**config.mk**
```make
export PLATFORM = sky130hd
export DESIGN_NAME = touch_press_classifier
export DESIGN_NICKNAME = d
export VERILOG_FILES = /design/src/hdl/tpc_pkg.sv /design/src/hdl/tpc_cfg_regs.sv /design/src/hdl/tpc_classify.sv /design/src/hdl/touch_press_classifier.sv
export SDC_FILE = /design/constraint.sdc
export NUM_CORES = 1
export LEC_CHECK = 0
export ABC_AREA = 1
export BUFFER_PORTS_ARGS = -buffer_cell sky130_fd_sc_hd__buf_2
export CORE_MARGIN = 3
export CORE_UTILIZATION = 45
export CTS_BUF_LIST = sky130_fd_sc_hd__clkbuf_4
export DETAILED_ROUTE_END_ITERATION = 8
export PLACE_DENSITY = 0.6
export SLEW_MARGIN = 40
export SYNTH_ARGS = -nofsm -noshare
export SYNTH_HDL_FRONTEND = slang
export SYNTH_SLANG_ARGS = --single-unit
```
**constraint.sdc**
```tcl
create_clock -name i_clk -period 8.35 [get_ports i_clk]
set_input_delay 1.2525 -clock i_clk [delete_from_list [all_inputs] [get_ports i_clk]]
set_output_delay 1.2525 -clock i_clk [all_outputs]
set_load 0.02 [all_outputs]
```
**src/hdl/tpc_pkg.sv**
```systemverilog
`timescale 1ns / 1ps
// ----------------------------------------------------------------------------
// tpc_pkg
// Shared types and constants for the touch press classifier.
// ----------------------------------------------------------------------------
package tpc_pkg;

    localparam int unsigned TIME_W  = 32;
    localparam int unsigned CFG_W   = 16;
    localparam int unsigned CADDR_W = 2;
    localparam int unsigned IN_TDATA_W  = 40;
    localparam int unsigned OUT_TDATA_W = 8;

    // register indexes on the configuration port
    localparam logic [CADDR_W-1:0] REG_DEBOUNCE   = 2'd0;
    localparam logic [CADDR_W-1:0] REG_MEDIUM     = 2'd1;
    localparam logic [CADDR_W-1:0] REG_LONG       = 2'd2;
    localparam logic [CADDR_W-1:0] REG_TARE_DELAY = 2'd3;

    // register reset values
    localparam logic [CFG_W-1:0] DEBOUNCE_RST   = 16'd200;
    localparam logic [CFG_W-1:0] MEDIUM_RST     = 16'd500;
    localparam logic [CFG_W-1:0] LONG_RST       = 16'd5000;
    localparam logic [CFG_W-1:0] TARE_DELAY_RST = 16'd1500;

    typedef struct packed {
        logic [CFG_W-1:0] debounce_ms;
        logic [CFG_W-1:0] medium_ms;
        logic [CFG_W-1:0] long_ms;
        logic [CFG_W-1:0] tare_delay_ms;
    } t_cfg;

    typedef struct packed {
        logic              stable_level;
        logic [TIME_W-1:0] last_change_time;
        logic [TIME_W-1:0] press_start_time;
        logic              long_seen;
        logic              tare_pending;
        logic [TIME_W-1:0] tare_due_time;
    } t_state;

    typedef struct packed {
        logic tare_fire;
        logic wifi_toggle;
        logic status_toggle;
        logic tare_scheduled;
        logic pressed_level;
    } t_result;

endpackage

```
**src/hdl/tpc_cfg_regs.sv**
```systemverilog
`timescale 1ns / 1ps
// ----------------------------------------------------------------------------
// tpc_cfg_regs
// Configuration register file, written through a plain write port.
// ----------------------------------------------------------------------------
module tpc_cfg_regs (
    input  logic                         i_clk,
    input  logic                         i_rst_n,
    input  logic                         i_cfg_wen,
    input  logic [tpc_pkg::CADDR_W-1:0]  i_cfg_addr,
    input  logic [tpc_pkg::CFG_W-1:0]    i_cfg_wdata,
    output tpc_pkg::t_cfg                o_cfg
);

    tpc_pkg::t_cfg r_cfg;
    tpc_pkg::t_cfg n_cfg;

    // decode the write
    always_comb begin
        n_cfg = r_cfg;
        if (i_cfg_wen) begin
            case (i_cfg_addr)
                tpc_pkg::REG_DEBOUNCE:   n_cfg.debounce_ms   = i_cfg_wdata;
                tpc_pkg::REG_MEDIUM:     n_cfg.medium_ms     = i_cfg_wdata;
                tpc_pkg::REG_LONG:       n_cfg.long_ms       = i_cfg_wdata;
                tpc_pkg::REG_TARE_DELAY: n_cfg.tare_delay_ms = i_cfg_wdata;
                default:                 n_cfg = r_cfg;
            endcase
        end
    end

    always_ff @(posedge i_clk) begin
        if (!i_rst_n) begin
            r_cfg.debounce_ms   <= tpc_pkg::DEBOUNCE_RST;
            r_cfg.medium_ms     <= tpc_pkg::MEDIUM_RST;
            r_cfg.long_ms       <= tpc_pkg::LONG_RST;
            r_cfg.tare_delay_ms <= tpc_pkg::TARE_DELAY_RST;
        end else begin
            r_cfg <= n_cfg;
        end
    end

    assign o_cfg = r_cfg;

endmodule

```
**src/hdl/tpc_classify.sv**
```systemverilog
`timescale 1ns / 1ps
// ----------------------------------------------------------------------------
// tpc_classify
// Single-sample logic: debounce, press length classification, hold
// detection and delayed tare, from the current state to the next.
// ----------------------------------------------------------------------------
module tpc_classify (
    input  tpc_pkg::t_cfg                i_cfg,
    input  tpc_pkg::t_state              i_state,
    input  logic                         i_touched,
    input  logic [tpc_pkg::TIME_W-1:0]   i_now_ms,
    output tpc_pkg::t_state              o_state,
    output tpc_pkg::t_result             o_result
);

    logic [tpc_pkg::TIME_W-1:0] since_change;
    logic [tpc_pkg::TIME_W-1:0] press_len;
    logic [tpc_pkg::TIME_W-1:0] hold_len;
    logic [tpc_pkg::TIME_W-1:0] due_time;
    logic                       change_ok;
    logic                       hold_fire;
    logic                       rel_tare;
    logic                       rel_status;
    logic                       rel_wifi;
    logic                       tare_fire;
    tpc_pkg::t_state            mid;

    assign since_change = i_now_ms - i_state.last_change_time;
    assign press_len    = i_now_ms - i_state.press_start_time;
    assign due_time     = i_now_ms + {{(tpc_pkg::TIME_W-tpc_pkg::CFG_W){1'b0}},
                                      i_cfg.tare_delay_ms};
    assign change_ok    = (i_touched != i_state.stable_level) &&
                          (since_change > {{(tpc_pkg::TIME_W-tpc_pkg::CFG_W){1'b0}},
                                           i_cfg.debounce_ms});

    // accepted level change and release classification
    always_comb begin
        mid        = i_state;
        rel_tare   = 1'b0;
        rel_status = 1'b0;
        rel_wifi   = 1'b0;
        if (change_ok) begin
            if (i_touched) begin
                mid.press_start_time = i_now_ms;
            end else if (!i_state.long_seen) begin
                if (press_len >= {16'd0, i_cfg.long_ms}) begin
                    rel_wifi = 1'b1;
                end else if (press_len >= {16'd0, i_cfg.medium_ms}) begin
                    rel_status = 1'b1;
                end else begin
                    rel_tare          = 1'b1;
                    mid.tare_pending  = 1'b1;
                    mid.tare_due_time = due_time;
                end
            end
            mid.long_seen        = 1'b0;
            mid.stable_level     = i_touched;
            mid.last_change_time = i_now_ms;
        end
    end

    // long hold on the raw level, against the updated press start
    assign hold_len  = i_now_ms - mid.press_start_time;
    assign hold_fire = i_touched && !mid.long_seen && (mid.press_start_time != '0) &&
                       (hold_len >= {16'd0, i_cfg.long_ms});

    // hold flag and delayed tare
    always_comb begin
        o_state   = mid;
        tare_fire = 1'b0;
        if (hold_fire) begin
            o_state.long_seen = 1'b1;
        end
        if (mid.tare_pending && (i_now_ms >= mid.tare_due_time)) begin
            o_state.tare_pending = 1'b0;
            tare_fire            = 1'b1;
        end
    end

    // result word, a hold fires the wireless toggle as a long release does
    assign o_result = '{tare_fire:      tare_fire,
                        wifi_toggle:    rel_wifi | hold_fire,
                        status_toggle:  rel_status,
                        tare_scheduled: rel_tare,
                        pressed_level:  mid.stable_level};

endmodule

```
**src/hdl/touch_press_classifier.sv**
```systemverilog
`timescale 1ns / 1ps
// ----------------------------------------------------------------------------
// touch_press_classifier
// Debounces a touch input and classifies presses by their length.
// ----------------------------------------------------------------------------
// Each input word is one sample of the touch level with its millisecond time
// stamp; each sample produces exactly one output word with the debounced
// level and event flags. A sample is registered on the input side, goes through
// the combinational classifier logic and lands in the output register; the block
// takes one word per cycle while the result side does not stall. Once both
// registers hold a word, a stall on the result side holds s_axis_tready low in
// the same cycle. The user must write configuration through the plain write port
// while no sample is in flight; the block itself does not enforce this.
module touch_press_classifier (
    input  logic                              i_clk,
    input  logic                              i_rst_n,
    // configuration port
    input  logic                              i_cfg_wen,
    input  logic [tpc_pkg::CADDR_W-1:0]       i_cfg_addr,
    input  logic [tpc_pkg::CFG_W-1:0]         i_cfg_wdata,
    // sample stream
    input  logic                              s_axis_tvalid,
    output logic                              s_axis_tready,
    input  logic [tpc_pkg::IN_TDATA_W-1:0]    s_axis_tdata,   // touched, now_ms[31:0], pad
    // result stream
    output logic                              m_axis_tvalid,
    input  logic                              m_axis_tready,
    output logic [tpc_pkg::OUT_TDATA_W-1:0]   m_axis_tdata    // pressed_level, tare_scheduled,
                                                              // status_toggle, wifi_toggle,
                                                              // tare_fire, pad
);

    tpc_pkg::t_cfg              cfg;
    tpc_pkg::t_state            r_state;
    tpc_pkg::t_state            n_state;
    tpc_pkg::t_result           n_result;
    tpc_pkg::t_result           r_result;
    logic                       r_in_valid;
    logic                       r_touched;
    logic [tpc_pkg::TIME_W-1:0] r_now_ms;
    logic                       r_out_valid;
    logic                       advance;
    logic                       in_take;

    tpc_cfg_regs u_cfg (
        .i_clk       (i_clk),
        .i_rst_n     (i_rst_n),
        .i_cfg_wen   (i_cfg_wen),
        .i_cfg_addr  (i_cfg_addr),
        .i_cfg_wdata (i_cfg_wdata),
        .o_cfg       (cfg)
    );

    tpc_classify u_classify (
        .i_cfg     (cfg),
        .i_state   (r_state),
        .i_touched (r_touched),
        .i_now_ms  (r_now_ms),
        .o_state   (n_state),
        .o_result  (n_result)
    );

    // handshake
    assign advance       = r_in_valid && (!r_out_valid || m_axis_tready);
    assign s_axis_tready = !r_in_valid || advance;
    assign in_take       = s_axis_tvalid && s_axis_tready;

    // input word register
    always_ff @(posedge i_clk) begin
        if (!i_rst_n) begin
            r_in_valid <= 1'b0;
        end else if (in_take) begin
            r_in_valid <= 1'b1;
        end else if (advance) begin
            r_in_valid <= 1'b0;
        end
    end

    always_ff @(posedge i_clk) begin
        if (in_take) begin
            r_touched <= s_axis_tdata[0];
            r_now_ms  <= s_axis_tdata[tpc_pkg::TIME_W:1];
        end
    end

    // classifier state
    always_ff @(posedge i_clk) begin
        if (!i_rst_n) begin
            r_state <= '0;
        end else if (advance) begin
            r_state <= n_state;
        end
    end

    // output word register
    always_ff @(posedge i_clk) begin
        if (!i_rst_n) begin
            r_out_valid <= 1'b0;
        end else if (advance) begin
            r_out_valid <= 1'b1;
        end else if (m_axis_tready) begin
            r_out_valid <= 1'b0;
        end
    end

    always_ff @(posedge i_clk) begin
        if (advance) begin
            r_result <= n_result;
        end
    end

    assign m_axis_tvalid = r_out_valid;
    assign m_axis_tdata  = {3'b000, r_result};

endmodule

```
---- Yosys cells after proc, flatten, opt, wreduce, memory -nomap -nowiden ----
Cells that the tools add are included.
operators by class
  shift operators ......................... 0
  multiply operators ...................... 0
  reduce and logical (&&, ||, !) cells .... 22
  divide/modulo/power cells ............... 0
  muxes and demuxes ....................... 19
  add/subtract/negate cells ............... 4
  $lt $le $gt $ge ......................... 5
  bitwise logic cells ..................... 2
  equality and inequality tests ........... 4
operator list
  operator                                                         count
  33-bit two-way mux                                               4
  99-bit two-way mux                                               1
  32-bit by 16-bit greater-or-equal comparator with 1-bit output   3
  32-bit subtractor                                                3
  32-bit by 16-bit adder with 32-bit output                        1
  32-bit greater-or-equal comparator                               1
  32-bit by 16-bit > comparator with 1-bit output                  1
  32-bit two-way mux                                               1
  32-bit nonzero test                                              1
  1-bit two-way mux                                                13
  2-bit AND reduction                                              5
  1-bit logical AND                                                7
  2-bit == test, second input constant                             2
  2-bit nonzero test                                               2
  4-bit OR reduction                                               1
  1-bit zero test                                                  3
  2-bit by 1-bit == test with 1-bit output, second input constant  1
  2-bit zero test                                                  1
  1-bit logical OR                                                 2
  1-bit != test                                                    1
  1-bit NOT                                                        1
  1-bit bitwise OR                                                 1
storage, ports and cells
  logic and storage cells ................. 75
  bits in latches ......................... 0
  memories ................................ 0
  output and inout port bits .............. 10
  bits of input ports ..................... 63
  flip-flop bits (word level) ............. 203
  bits in read-only memories .............. 0
  RAM bits ................................ 0

---- Longest topological paths before layout ----
Gate-level depths: netlist of the first run.
  depth after elaboration ................. 12
  mapped depth ............................ 55

---- Modules after synthesis ----
From an unflattened synthesis of the first run, not the netlist that was laid out.
unflattened totals
  cells, all modules ...................... 3243
  area, all modules ....................... 20130.6 um2
modules (own cells, without submodules)
  module                  times used  area each (um2)  seq. area each (um2)  cells an instance
  tpc_classify            1           11913.9          0.0                   2167
  touch_press_classifier  1           5625.4           3163.0                703
  tpc_cfg_regs            1           2591.2           1281.2                373

---- Worst setup path after synthesis of the first run ----
OpenSTA, ideal clock, no wires.
  kind .................................... register to register
  start point ............................. register r_now_ms[1] (netlist bit)
  end point ............................... register r_result (netlist bit m_axis_tdata[3]), data pin
  arrival ................................. 5.846 ns
  data required time ...................... 8.098 ns
  slack ................................... 2.251 ns
  stages on the path, launching flop included .. 48
  clock period less this slack ............ 6.099 ns
  setup time .............................. 0.252 ns
  cells stage by stage .................... edfxtp_1 -> inv_1 -> fa_1 -> inv_1 -> nand3_1 -> nand3_1 -> nand3_1 -> nand3_1 -> xor2_1 -> ha_1 -> nand2_1 -> nor2_1 -> nand2_1 -> nor2_1 -> nand4_1 -> nand2_1 -> nand2_1 -> nor2_1 -> (+12 left out) -> inv_1 -> a21oi_1 -> nand2_1 -> xor2_1 -> ha_1 -> a21o_1 -> a21oi_1 -> o21a_1 -> o211a_1 -> nand2_1 -> nor2_1 -> nand3_1 -> nor2_1 -> nand3_1 -> nor3_1 -> nand2_1 -> nand2_1 -> nand2_1
RTL lines
  item                    RTL line                       source
  from (decl)             touch_press_classifier.sv:40   logic [tpc_pkg::TIME_W-1:0] r_now_ms;
  from (signal assigned)  touch_press_classifier.sv:82   r_now_ms <= s_axis_tdata[tpc_pkg::TIME_W:1];
  to (signal assigned)    touch_press_classifier.sv:108  r_result <= n_result;
  to (decl)               touch_press_classifier.sv:37   tpc_pkg::t_result r_result;

==> run metrics, run 1 <==
Slowest-stage cell, CP edfxtp_1; final slew viol count 0; first-pass GRT wire length 90800 um; WP buf/inv 3; Crit Reg-Reg Endpoint m_axis_tdata[3]; CTS Hold Bufs 0; final instance area 19800 um2; GR Util met3 3.15%; initial antenna violation count 1; mapped cell area 18000 um2; Top Usage Layer GRT met2; Layout area overhead 9.99%; synth unique cells 59; Min-Delay Path Class reg -> reg; Seq cells post-synth 203; predominant post-synthesis flop cell dfxtp_1; core area 39100 um2; CP Max Fanout 18; Buffers on Ports 62; Comb power frac 38.4%; Synth area leaders dfxtp_1 18%, ha_1 14%, nand2_1 13%; overall routing resource usage 27.1%; global-route met2 utilization 44.0%; vias per cell 5.26; PD cells 172 nW/um2; asr flop ratio synth 0%; total congestion overflow 0; critical path depth 47; commonest cells after routing, fill and taps aside 631 x nand2_1, 476 x inv_1, 252 x a21oi_1; Remaining DRCs 0; Pleak 10.1 nW; WL final 57700 um; outcome finished clean; vias 18.1k; top cell type's share of synthesized area 18.3%; fraction of layout cells with a size suffix above 1 10.5%; WL per Instance 16.8 um; Hold Startpoint r_state[96]; RSZ-0062 raised after global routing false; Fin Setup TNS 0 ns; Sink Count 203; commonest non-fill, non-tap cell in the layout nand2_1; R2R setup slack 0.90 ns; worst slew pin tran 0.837 ns; cell family with most CP delay simple AND/OR/NAND/NOR gates; final cycle utilization of the critical path 89.2%; starting density of the core 46.1%; setup violators final 0; CP peak stage delay 0.44 ns; worst hold slack 0.456 ns; RR Startpoint r_now_ms[0]; final net count 3134; CTS clk-pin slew, worst paths 0.07 ns; Fmax 134 MHz; Final Util 50.7%; Clock Root Buffer clkbuf_4; Mapped Cells 2757; Worst-Skew Late Latency 0.79 ns; row count 72; Post-synth EDFFs 38; chip height 206 um; CTS tree done; CP startpoint kind flip-flop; min cycle time layout 7.45 ns; Worst VDD drop 0.147 mV; Crit. End Element flip-flop; Switch Pwr 0.00137 W; sequential area share after synthesis 24.7%; final weighted congestion in routability-driven placement 0.957; Max Cap Violations 0; die width 206 um; Clock Skews 0.0363 ns; Clock power frac 29.7%; type of the worst setup path reg -> reg; CTS buffer count 59; sequential share of power 31.9%; FF-to-FF path depth 47; DR pass1 iterations 5; met1 Resource Use GR 37.6%; sw frac 40.2%; initial drt markers 1218; hold depth 2; Internal 0.00204 W; Critical Path RT 8.89 ns; largest net degree at the start of global routing 73; DRT antenna net count 0; Fill cells 4116; Die Area 42500 um2; Slew HR 44.2%; Max Buffers Root-to-Sink 3; Hold Vio Cnt, Final 0; cell taking the most area after synthesis dfxtp_1; syn_area_per_cell 6.54 um2; htree depth 2; most used cell, CP nand2_1; Ys Warns 0; Top-Level Pins 73; worst hold endpoint r_state[96]; Arrival @ worst endpoint 7.99 ns; dpl cell area 19000 um2; DP HPWL 45500 um; vias in the first global route 17.0k
-- through the flow --
| step | instances | worst slack (ns) | power [W] |
|---|---|---|---|
| finish | 3430 | 0.902 | 0.00341 |
| detailed placement | 3317 | 0.697 | 0.00240 |
| global placement | 3317 | 0.766 | 0.00238 |
| global route | 3430 | 0.0153 | 0.00368 |
| floorplan | 2759 | 2.25 | 0.00205 |
| CTS | 3428 | 0.715 | 0.00344 |
-- how the worst max path moves through the flow --
| stage | slack, ns | to | startpoint |
|---|---|---|---|
| global route | 0.02 | m_axis_tdata[3] | r_now_ms[0] |
| global placement | 0.77 | m_axis_tdata[3] | r_now_ms[0] |
| finish | 0.90 | m_axis_tdata[3] | r_now_ms[0] |
| detailed placement | 0.70 | m_axis_tdata[3] | r_now_ms[0] |
| floorplan | 2.25 | m_axis_tdata[3] | r_now_ms[1] |
| CTS | 0.72 | m_axis_tdata[3] | r_now_ms[0] |
-- area by class of cell --
cell class / count / area [um2] / area share [%]
Antenna cell: 1 / 2.50 / 0.0126
Clock buffer: 83 / 623 / 3.14
Clock inverter: 28 / 170 / 0.859
Inverter: 484 / 1820 / 9.17
Multi-Input combinational cell: 2010 / 11500 / 58.0
Sequential cell: 203 / 4440 / 22.4
Tap cell: 518 / 648 / 3.27
Timing Repair Buffer: 103 / 622 / 3.14
-- metal layers --
| layer | share of wire, % | up-vias |
|---|---|---|
| met3 | 4.6 | 105 |
| met5 | 0 | - |
| met2 | 44 | 415 |
| met4 | 3.1 | 0 |
| li1 | - | 9208 |
| met1 | 48 | 8329 |
-- synthesized netlist by cell type (8+ instances only) --
master	n
a211oi_1	8
a21o_1	10
a21oi_1	252
a31oi_1	10
and2_1	16
buf_2	8
buf_4	8
clkbuf_1	41
dfxtp_1	165
edfxtp_1	38
ha_1	207
inv_1	476
nand2_1	633
nand2_2	43
nand3_1	118
nand3_2	23
nand3b_1	8
nand4_1	41
nor2_1	253
nor3_1	17
nor4_1	12
o211ai_1	22
o21a_1	16
o21ai_0	179
o21ai_1	11
xnor2_1	13
xor2_1	59
-- sequential cells by signal, summed over array words and instances (netlist names) --
register	flops
r_touched	1
r_now_ms	32
r_in_valid	1
m_axis_tvalid	1
r_state	99
m_axis_tdata	5
u_cfg.o_cfg	64
-- repair_timing --
action / CTS / global route
setup buffers: 0 / 0
setup endpoints to repair: 0 / 2
resized for setup: 0 / 2
-- worst reg2reg max path: cells and delay by family, from the launching register on --
family	cells	cell delay [ns]
AO/OA/AOI/OAI	9	1.39
XOR/XNOR	2	0.31
adder cells (fa/ha/maj)	5	1.55
buffers and inverters	3	0.38
flip-flops	1	0.44
AND/OR/NAND/NOR	28	3.16
-- kinds of logic after synthesis --
| kind of cell | share of synthesized area [%] |
|---|---|
| AND/OR/NAND/NOR | 28.9 |
| adder cells (fa/ha/maj) | 14.7 |
| other | 0.0208 |
| flip-flops | 24.7 |
| XOR/XNOR | 3.50 |
| buffers and inverters | 11.8 |
| AO/OA/AOI/OAI | 16.4 |
-- power groups by stage --
stage	registers [W]	clock network (W)	logic, W
floorplan	0.00111	0	0.000935
global placement	0.00111	0	0.00127
detailed placement	0.00111	0	0.00130
CTS	0.00109	0.00105	0.00130
global route	0.00109	0.00109	0.00150
finish	0.00109	0.00101	0.00131
Power figures use the tool's default switching activity.
==> run 2, diff against run 1 <==
--- a/config.mk
+++ b/config.mk
@@ -8,10 +8,11 @@
 export ABC_AREA = 1
 export BUFFER_PORTS_ARGS = -buffer_cell sky130_fd_sc_hd__buf_2
 export CORE_MARGIN = 3
-export CORE_UTILIZATION = 45
+export CORE_UTILIZATION = 40
 export CTS_BUF_LIST = sky130_fd_sc_hd__clkbuf_4
 export DETAILED_ROUTE_END_ITERATION = 8
-export PLACE_DENSITY = 0.6
+export GPL_TIMING_DRIVEN = 0
+export PLACE_DENSITY = 0.55
 export SLEW_MARGIN = 40
 export SYNTH_ARGS = -nofsm -noshare
 export SYNTH_HDL_FRONTEND = slang
==> run metrics, run 2 (synthesized netlist as in run 1, its figures left out) <==
CP startpoint kind flip-flop; CP Max Fanout 10 (-8); htree depth 2 (unchanged); Max Cap Violations 0 (unchanged); highest routed layer met5; WL final 62200 um (+7.9%); Slew HR 49.8% (+5.5 points); outcome finished clean; die width 218 um (+5.9%); placed cell count 3413 (+2.9%); Clock Root Buffer clkbuf_4; RR Startpoint r_now_ms[2]; sequential share of power 32.8% (+0.9 points); Switch Pwr 0.00137 W (-0.36%); worst slew pin tran 0.754 ns (-0.0832 ns); final weighted congestion in routability-driven placement 1.02 (+6.3%); first-pass GRT wire length 95200 um (+4.9%); Hold Vio Cnt, Final 0 (unchanged); total congestion overflow 0 (unchanged); overall routing resource usage 25.9% (-1.3 points); DR pass1 iterations 6 (+1); Fill cells 4780 (+16%); setup violators final 0 (unchanged); fraction of layout cells with a size suffix above 1 10.9% (+0.37 points); Worst VDD drop 0.0762 mV (-48%); CTS clk-pin slew, worst paths 0.06 ns (about the same); vias 18.2k (+0.67%); DP Worst Slack -0.136 ns (-0.833 ns); DP HPWL 50300 um (+11%); final cycle utilization of the critical path 93.0% (+3.8 points); worst setup margin 0.583 ns (-0.319 ns); most used cell, CP nand2_1; PD cells 168 nW/um2 (-2.5%); Crit Reg-Reg Endpoint m_axis_tdata[3]; Hold Startpoint r_state[87]; Top-Level Pins 73 (unchanged); Clock power frac 28.4% (-1.3 points); WL per Instance 17.5 um (+4.4%); Arrival @ worst endpoint 8.26 ns (+0.27 ns); min cycle time layout 7.77 ns (+0.319 ns); Critical Path RT 8.85 ns (-0.04 ns); Clock Skews 0.0804 ns (+0.0441 ns); Min-Delay Path Class reg -> reg; R2R setup slack 0.58 ns (-0.32 ns); CTS buffer count 58 (-1.7%); Slowest-stage cell, CP edfxtp_1; commonest non-fill, non-tap cell in the layout nand2_1; commonest cells after routing, fill and taps aside 632 x nand2_1, 474 x inv_1, 251 x nor2_1; WL met1 27300 um (-1.8%); max FFs per register 99 (unchanged); chip height 218 um (+5.9%); DR WL met2 29700 um (+17%); Comb power frac 38.8% (+0.4 points); largest net degree at the start of global routing 34 (-53%); crit path launch r_now_ms[2]; Sink Count 203 (unchanged); Buffers on Ports 62 (unchanged); Fmax 129 MHz (-4.1%); Worst-Skew Late Latency 0.81 ns (+0.02 ns); met3 routed wirelength 2850 um (+7.9%); starting density of the core 40.7% (-5.4 points); vias per cell 5.13 (-2.6%); initial antenna violation count 2 (+1); Max Buffers Root-to-Sink 3 (unchanged); type of the worst setup path reg -> reg; Internal 0.00202 W (-0.97%); Seq. cell area 4440 um2 (unchanged); row count 77 (+6.9%); Layout area overhead 12.0%; CTS tree done; Remaining DRCs 0 (unchanged); sw frac 40.3% (+0.15 points); Crit. End Element flip-flop; CTS Hold Bufs 0 (unchanged); CP peak stage delay 0.55 ns (+0.11 ns); Die Area 47600 um2 (+12%); worst hold endpoint r_state[87]; area of the multi-input gates 11500 um2 (+0.46%); final net count 3179 (+1.4%); FF-to-FF path depth 49 (+4.3%); largest register by flop count r_state; hold depth 2 (unchanged); DRT antenna net count 0 (unchanged); core area 44300 um2 (+13%); Layout Cells excl Fill 3545 (+3.4%); vias in the first global route 17.4k (+2.2%); final slew viol count 0 (unchanged); Pleak 10.1 nW (+0.46%); initial drt markers 903 (-26%)
==> run 2: changes by cell type in the layout (fill, tap and decap cells not counted), sizes merged <==
cell,delta
buf,+5
bufinv,-2
clkbuf,+50
clkinv,-10
diode,+1
inv,-2
nand2,-1
==> run 2: what timing repair did <==
item                                    in CTS  in global routing
pin swaps                                    0                  1
endpoints found under the setup margin       2                  2
buffers inserted                             3                 22
resized for setup                            0                 20
==> run 2: power by group through the flow <==
stage,Sequential [W],Clock (W),Combinational (W)
2_1_floorplan,0.00111,0,0.000935
3_3_place_gp,0.00114,0,0.00125
3_5_place_dp,0.00114,0,0.00127
4_1_cts,0.00112,0.000992,0.00128
5_1_grt,0.00111,0.00104,0.00150
6_report,0.00111,0.000962,0.00131
==> run 2: final cells by class <==
class,count,share of cell area (%)
multi-input cells,2009,57.2
flip-flops and latches,203,22.0
inverters,484,9.02
well taps,592,3.67
clock buffers,91,3.39
repair buffers,87,2.72
plain buffers,63,1.58
clock inverters,14,0.347
diodes,2,0.0248
==> run 2: how the worst max path moves through the flow <==
| stage | end | slack, ns | cells after the start |
|---|---|---|---|
| 2_1_floorplan | m_axis_tdata[3] | 2.25 | 47 |
| 4_1_cts | m_axis_tdata[3] | 0.13 | 48 |
| 6_report | m_axis_tdata[3] | 0.58 | 49 |
| 5_1_grt | m_axis_tdata[3] | -0.02 | 48 |
| 3_3_place_gp | m_axis_tdata[3] | -0.17 | 46 |
| 3_5_place_dp | m_axis_tdata[3] | -0.14 | 46 |
==> run 2: critical path: cells and delay by family, from the launching register on <==
kind	cells	cell delay [ns]
buffers and inverters	4	0.49
adder cells (fa/ha/maj)	4	1.26
AND/OR/NAND/NOR	27	2.96
AO/OA/AOI/OAI	12	1.68
XOR/XNOR	2	0.49
flip-flops	1	0.55
==> run 2: stage by stage <==
stage	setup TNS (ns)	cell area (um2)	utilization, %	total power [W]	hold WS, ns
2_1_floorplan	0	18000	-	0.00205	0.435
3_3_place_gp	-0.187	19100	43.0	0.00239	0.446
3_5_place_dp	-0.136	19100	43.0	0.00241	0.452
4_1_cts	0	19900	44.8	0.00339	0.462
5_1_grt	-0.0157	20200	45.5	0.00366	0.483
6_report	0	20200	45.5	0.00339	0.461
==> run 2: routing by layer <==
metal,vias up,GRT usage [%]
met5,-,0
met4,2,10.5
met3,131,3.64
met2,413,45.0
met1,8318,32.1
li1,9314,-
==> run 3, diff against run 2 <==
--- a/config.mk
+++ b/config.mk
@@ -6,13 +6,12 @@
 export NUM_CORES = 1
 export LEC_CHECK = 0
 export ABC_AREA = 1
-export BUFFER_PORTS_ARGS = -buffer_cell sky130_fd_sc_hd__buf_2
 export CORE_MARGIN = 3
 export CORE_UTILIZATION = 40
 export CTS_BUF_LIST = sky130_fd_sc_hd__clkbuf_4
 export DETAILED_ROUTE_END_ITERATION = 8
+export DONT_BUFFER_PORTS = 1
 export GPL_TIMING_DRIVEN = 0
-export PLACE_DENSITY = 0.55
 export SLEW_MARGIN = 40
 export SYNTH_ARGS = -nofsm -noshare
 export SYNTH_HDL_FRONTEND = slang
==> run metrics, run 3 (synthesized netlist as in run 1, its figures left out) <==
outcome finished clean; Arrival @ worst endpoint 8.16 ns (-0.10 ns); overall routing resource usage 24.7% (-1.1 points); CTS clk-pin slew, worst paths 0.06 ns (about the same); final net count 3112 (-2.1%); CTS Hold Bufs 0 (unchanged); Slowest-stage cell, CP edfxtp_1; Buffers on Ports 0 (-100%); row count 77 (unchanged); CP Max Fanout 10 (unchanged); die width 218 um (unchanged); sw frac 40.7% (+0.39 points); Max Cap Violations 0 (unchanged); CP startpoint kind flip-flop; Worst VDD drop 0.0825 mV (+8.2%); Clock Root Buffer clkbuf_4; initial drt markers 1022 (+13%); Max Buffers Root-to-Sink 3 (unchanged); largest register by flop count r_state; htree depth 2 (unchanged); final cycle utilization of the critical path 91.9% (-1.1 points); worst slew pin tran 0.777 ns (+0.0230 ns); Critical Path RT 8.83 ns (-0.02 ns); largest net degree at the start of global routing 19 (-44%); final slew viol count 0 (unchanged); dpl cell area 18800 um2 (-1.5%); fraction of layout cells with a size suffix above 1 8.70% (-2.2 points); PD cells 168 nW/um2 (-0.25%); CTS buffer count 57 (-1.7%); final instance area 19800 um2 (-2.0%); total congestion overflow 0 (unchanged); DR pass1 iterations 7 (+1); vias per cell 5.14 (+0.18%); Remaining DRCs 0 (unchanged); CTS tree done; Crit. End Element flip-flop; Worst-Skew Late Latency 0.78 ns (-0.03 ns); commonest non-fill, non-tap cell in the layout nand2_1; Top-Level Pins 73 (unchanged); Comb power frac 38.9% (about the same); Hold Vio Cnt, Final 0 (unchanged); WL per Instance 17.0 um (-3.3%); Die Area 47600 um2 (unchanged); Internal 0.00196 W (-2.8%); max FFs per register 99 (unchanged); initial antenna violation count 2 (unchanged); Pleak 9.86 nW (-2.8%); overall power 0.00331 W (-2.2%); vias 17.9k (-1.7%); Clock Skews 0.0870 ns (+0.00653 ns); Sink Count 203 (unchanged); core area 44300 um2 (unchanged); Fmax 130 MHz (+1.2%); CP peak stage delay 0.42 ns (-0.13 ns); first-pass GRT wire length 92400 um (-2.9%); Slew HR 48.2% (-1.5 points); placed cell count 3352 (-1.8%); type of the worst setup path reg -> reg; sequential share of power 33.5% (+0.7 points); setup violators final 0 (unchanged); vias in the first global route 17.5k (+0.41%); WL final 59000 um (-5.1%); Switch Pwr 0.00135 W (-1.3%); commonest cells after routing, fill and taps aside 631 x nand2_1, 474 x inv_1, 251 x nor2_1; DP HPWL 48200 um (-4.0%); RSZ-0062 raised after global routing false; most used cell, CP nand2_1; starting density of the core 40.7% (unchanged); Min-Delay Path Class reg -> reg; chip height 218 um (unchanged); min cycle time layout 7.67 ns (-0.0922 ns); Final Util 44.6% (-0.90 points); worst hold slack 0.458 ns (-0.00259 ns); Clock power frac 27.6% (-0.8 points); Layout area overhead 9.76%; Layout Cells excl Fill 3479 (-1.9%); DRT antenna net count 0 (unchanged); final weighted congestion in routability-driven placement 1.02 (-0.13%)
## run 3: cell count changes in the layout (fill, tap and decap cells not counted), sizes merged
cell	before	now
buf	108	42
clkbuf	133	121
clkinv	17	27
diode	2	1
inv	481	484
## run 3: final timing paths
kind / startpoint / endpoint / slack [ns] / depth (start not counted)
hold reg to reg: r_state[89] / r_state[89] / 0.46 / 2
setup reg to reg: r_now_ms[14] / m_axis_tdata[3] / 0.68 / 51
hold / removal: r_state[89] / r_state[89] / 0.46 / 2
setup / recovery: r_now_ms[14] / m_axis_tdata[3] / 0.68 / 51
## run 3: power groups by stage
stage          logic, W  clock network (W)  registers (W)
6_report        0.00129           0.000915        0.00111
4_1_cts         0.00126           0.000940        0.00112
3_3_place_gp    0.00121                  0        0.00114
5_1_grt         0.00147           0.000999        0.00111
3_5_place_dp    0.00125                  0        0.00114
2_1_floorplan  0.000935                  0        0.00111
## run 3: timing repair
item                                    in CTS  in global routing
resized for setup                            0                 19
cloned                                       0                  0
endpoints found under the setup margin       2                  2
pin swaps                                    0                  2
setup buffers                                2                 18
## run 3: final cells by class
class	count	area [um2]
fill	4733	24500
timing repair buffer	21	215
sequential	203	4440
buffer	63	317
clock inverter	27	130
inverter	484	1820
tap	592	741
antenna	1	2.50
clock buffer	79	593
multi-input combinational	2009	11500
## run 3: through the flow
stage	TNS [ns]	setup WS, ns
floorplan	0	2.25
global placement	-0.0488	-0.0488
detailed placement	-0.0907	-0.0907
CTS	0	0.0922
global route	0	0.0141
finish	0	0.675
## run 3: critical path, delay by kind of cell, from the launching register on
kind	cells	cell delay, ns
compound gates	9	1.11
simple gates	28	3.00
xor+xnor	2	0.56
flops	1	0.42
buf+inv	7	0.91
fa+ha+maj	5	1.39
## run 3: routing by layer
layer | vias up | routed length, um | GRT usage (%)
met1 | 8138 | 24800 | 29.1
met2 | 416 | 28300 | 43.9
met3 | 143 | 2850 | 3.71
met5 | - | 13 | 0
met4 | 2 | 3020 | 12.0
li1 | 9172 | - | -
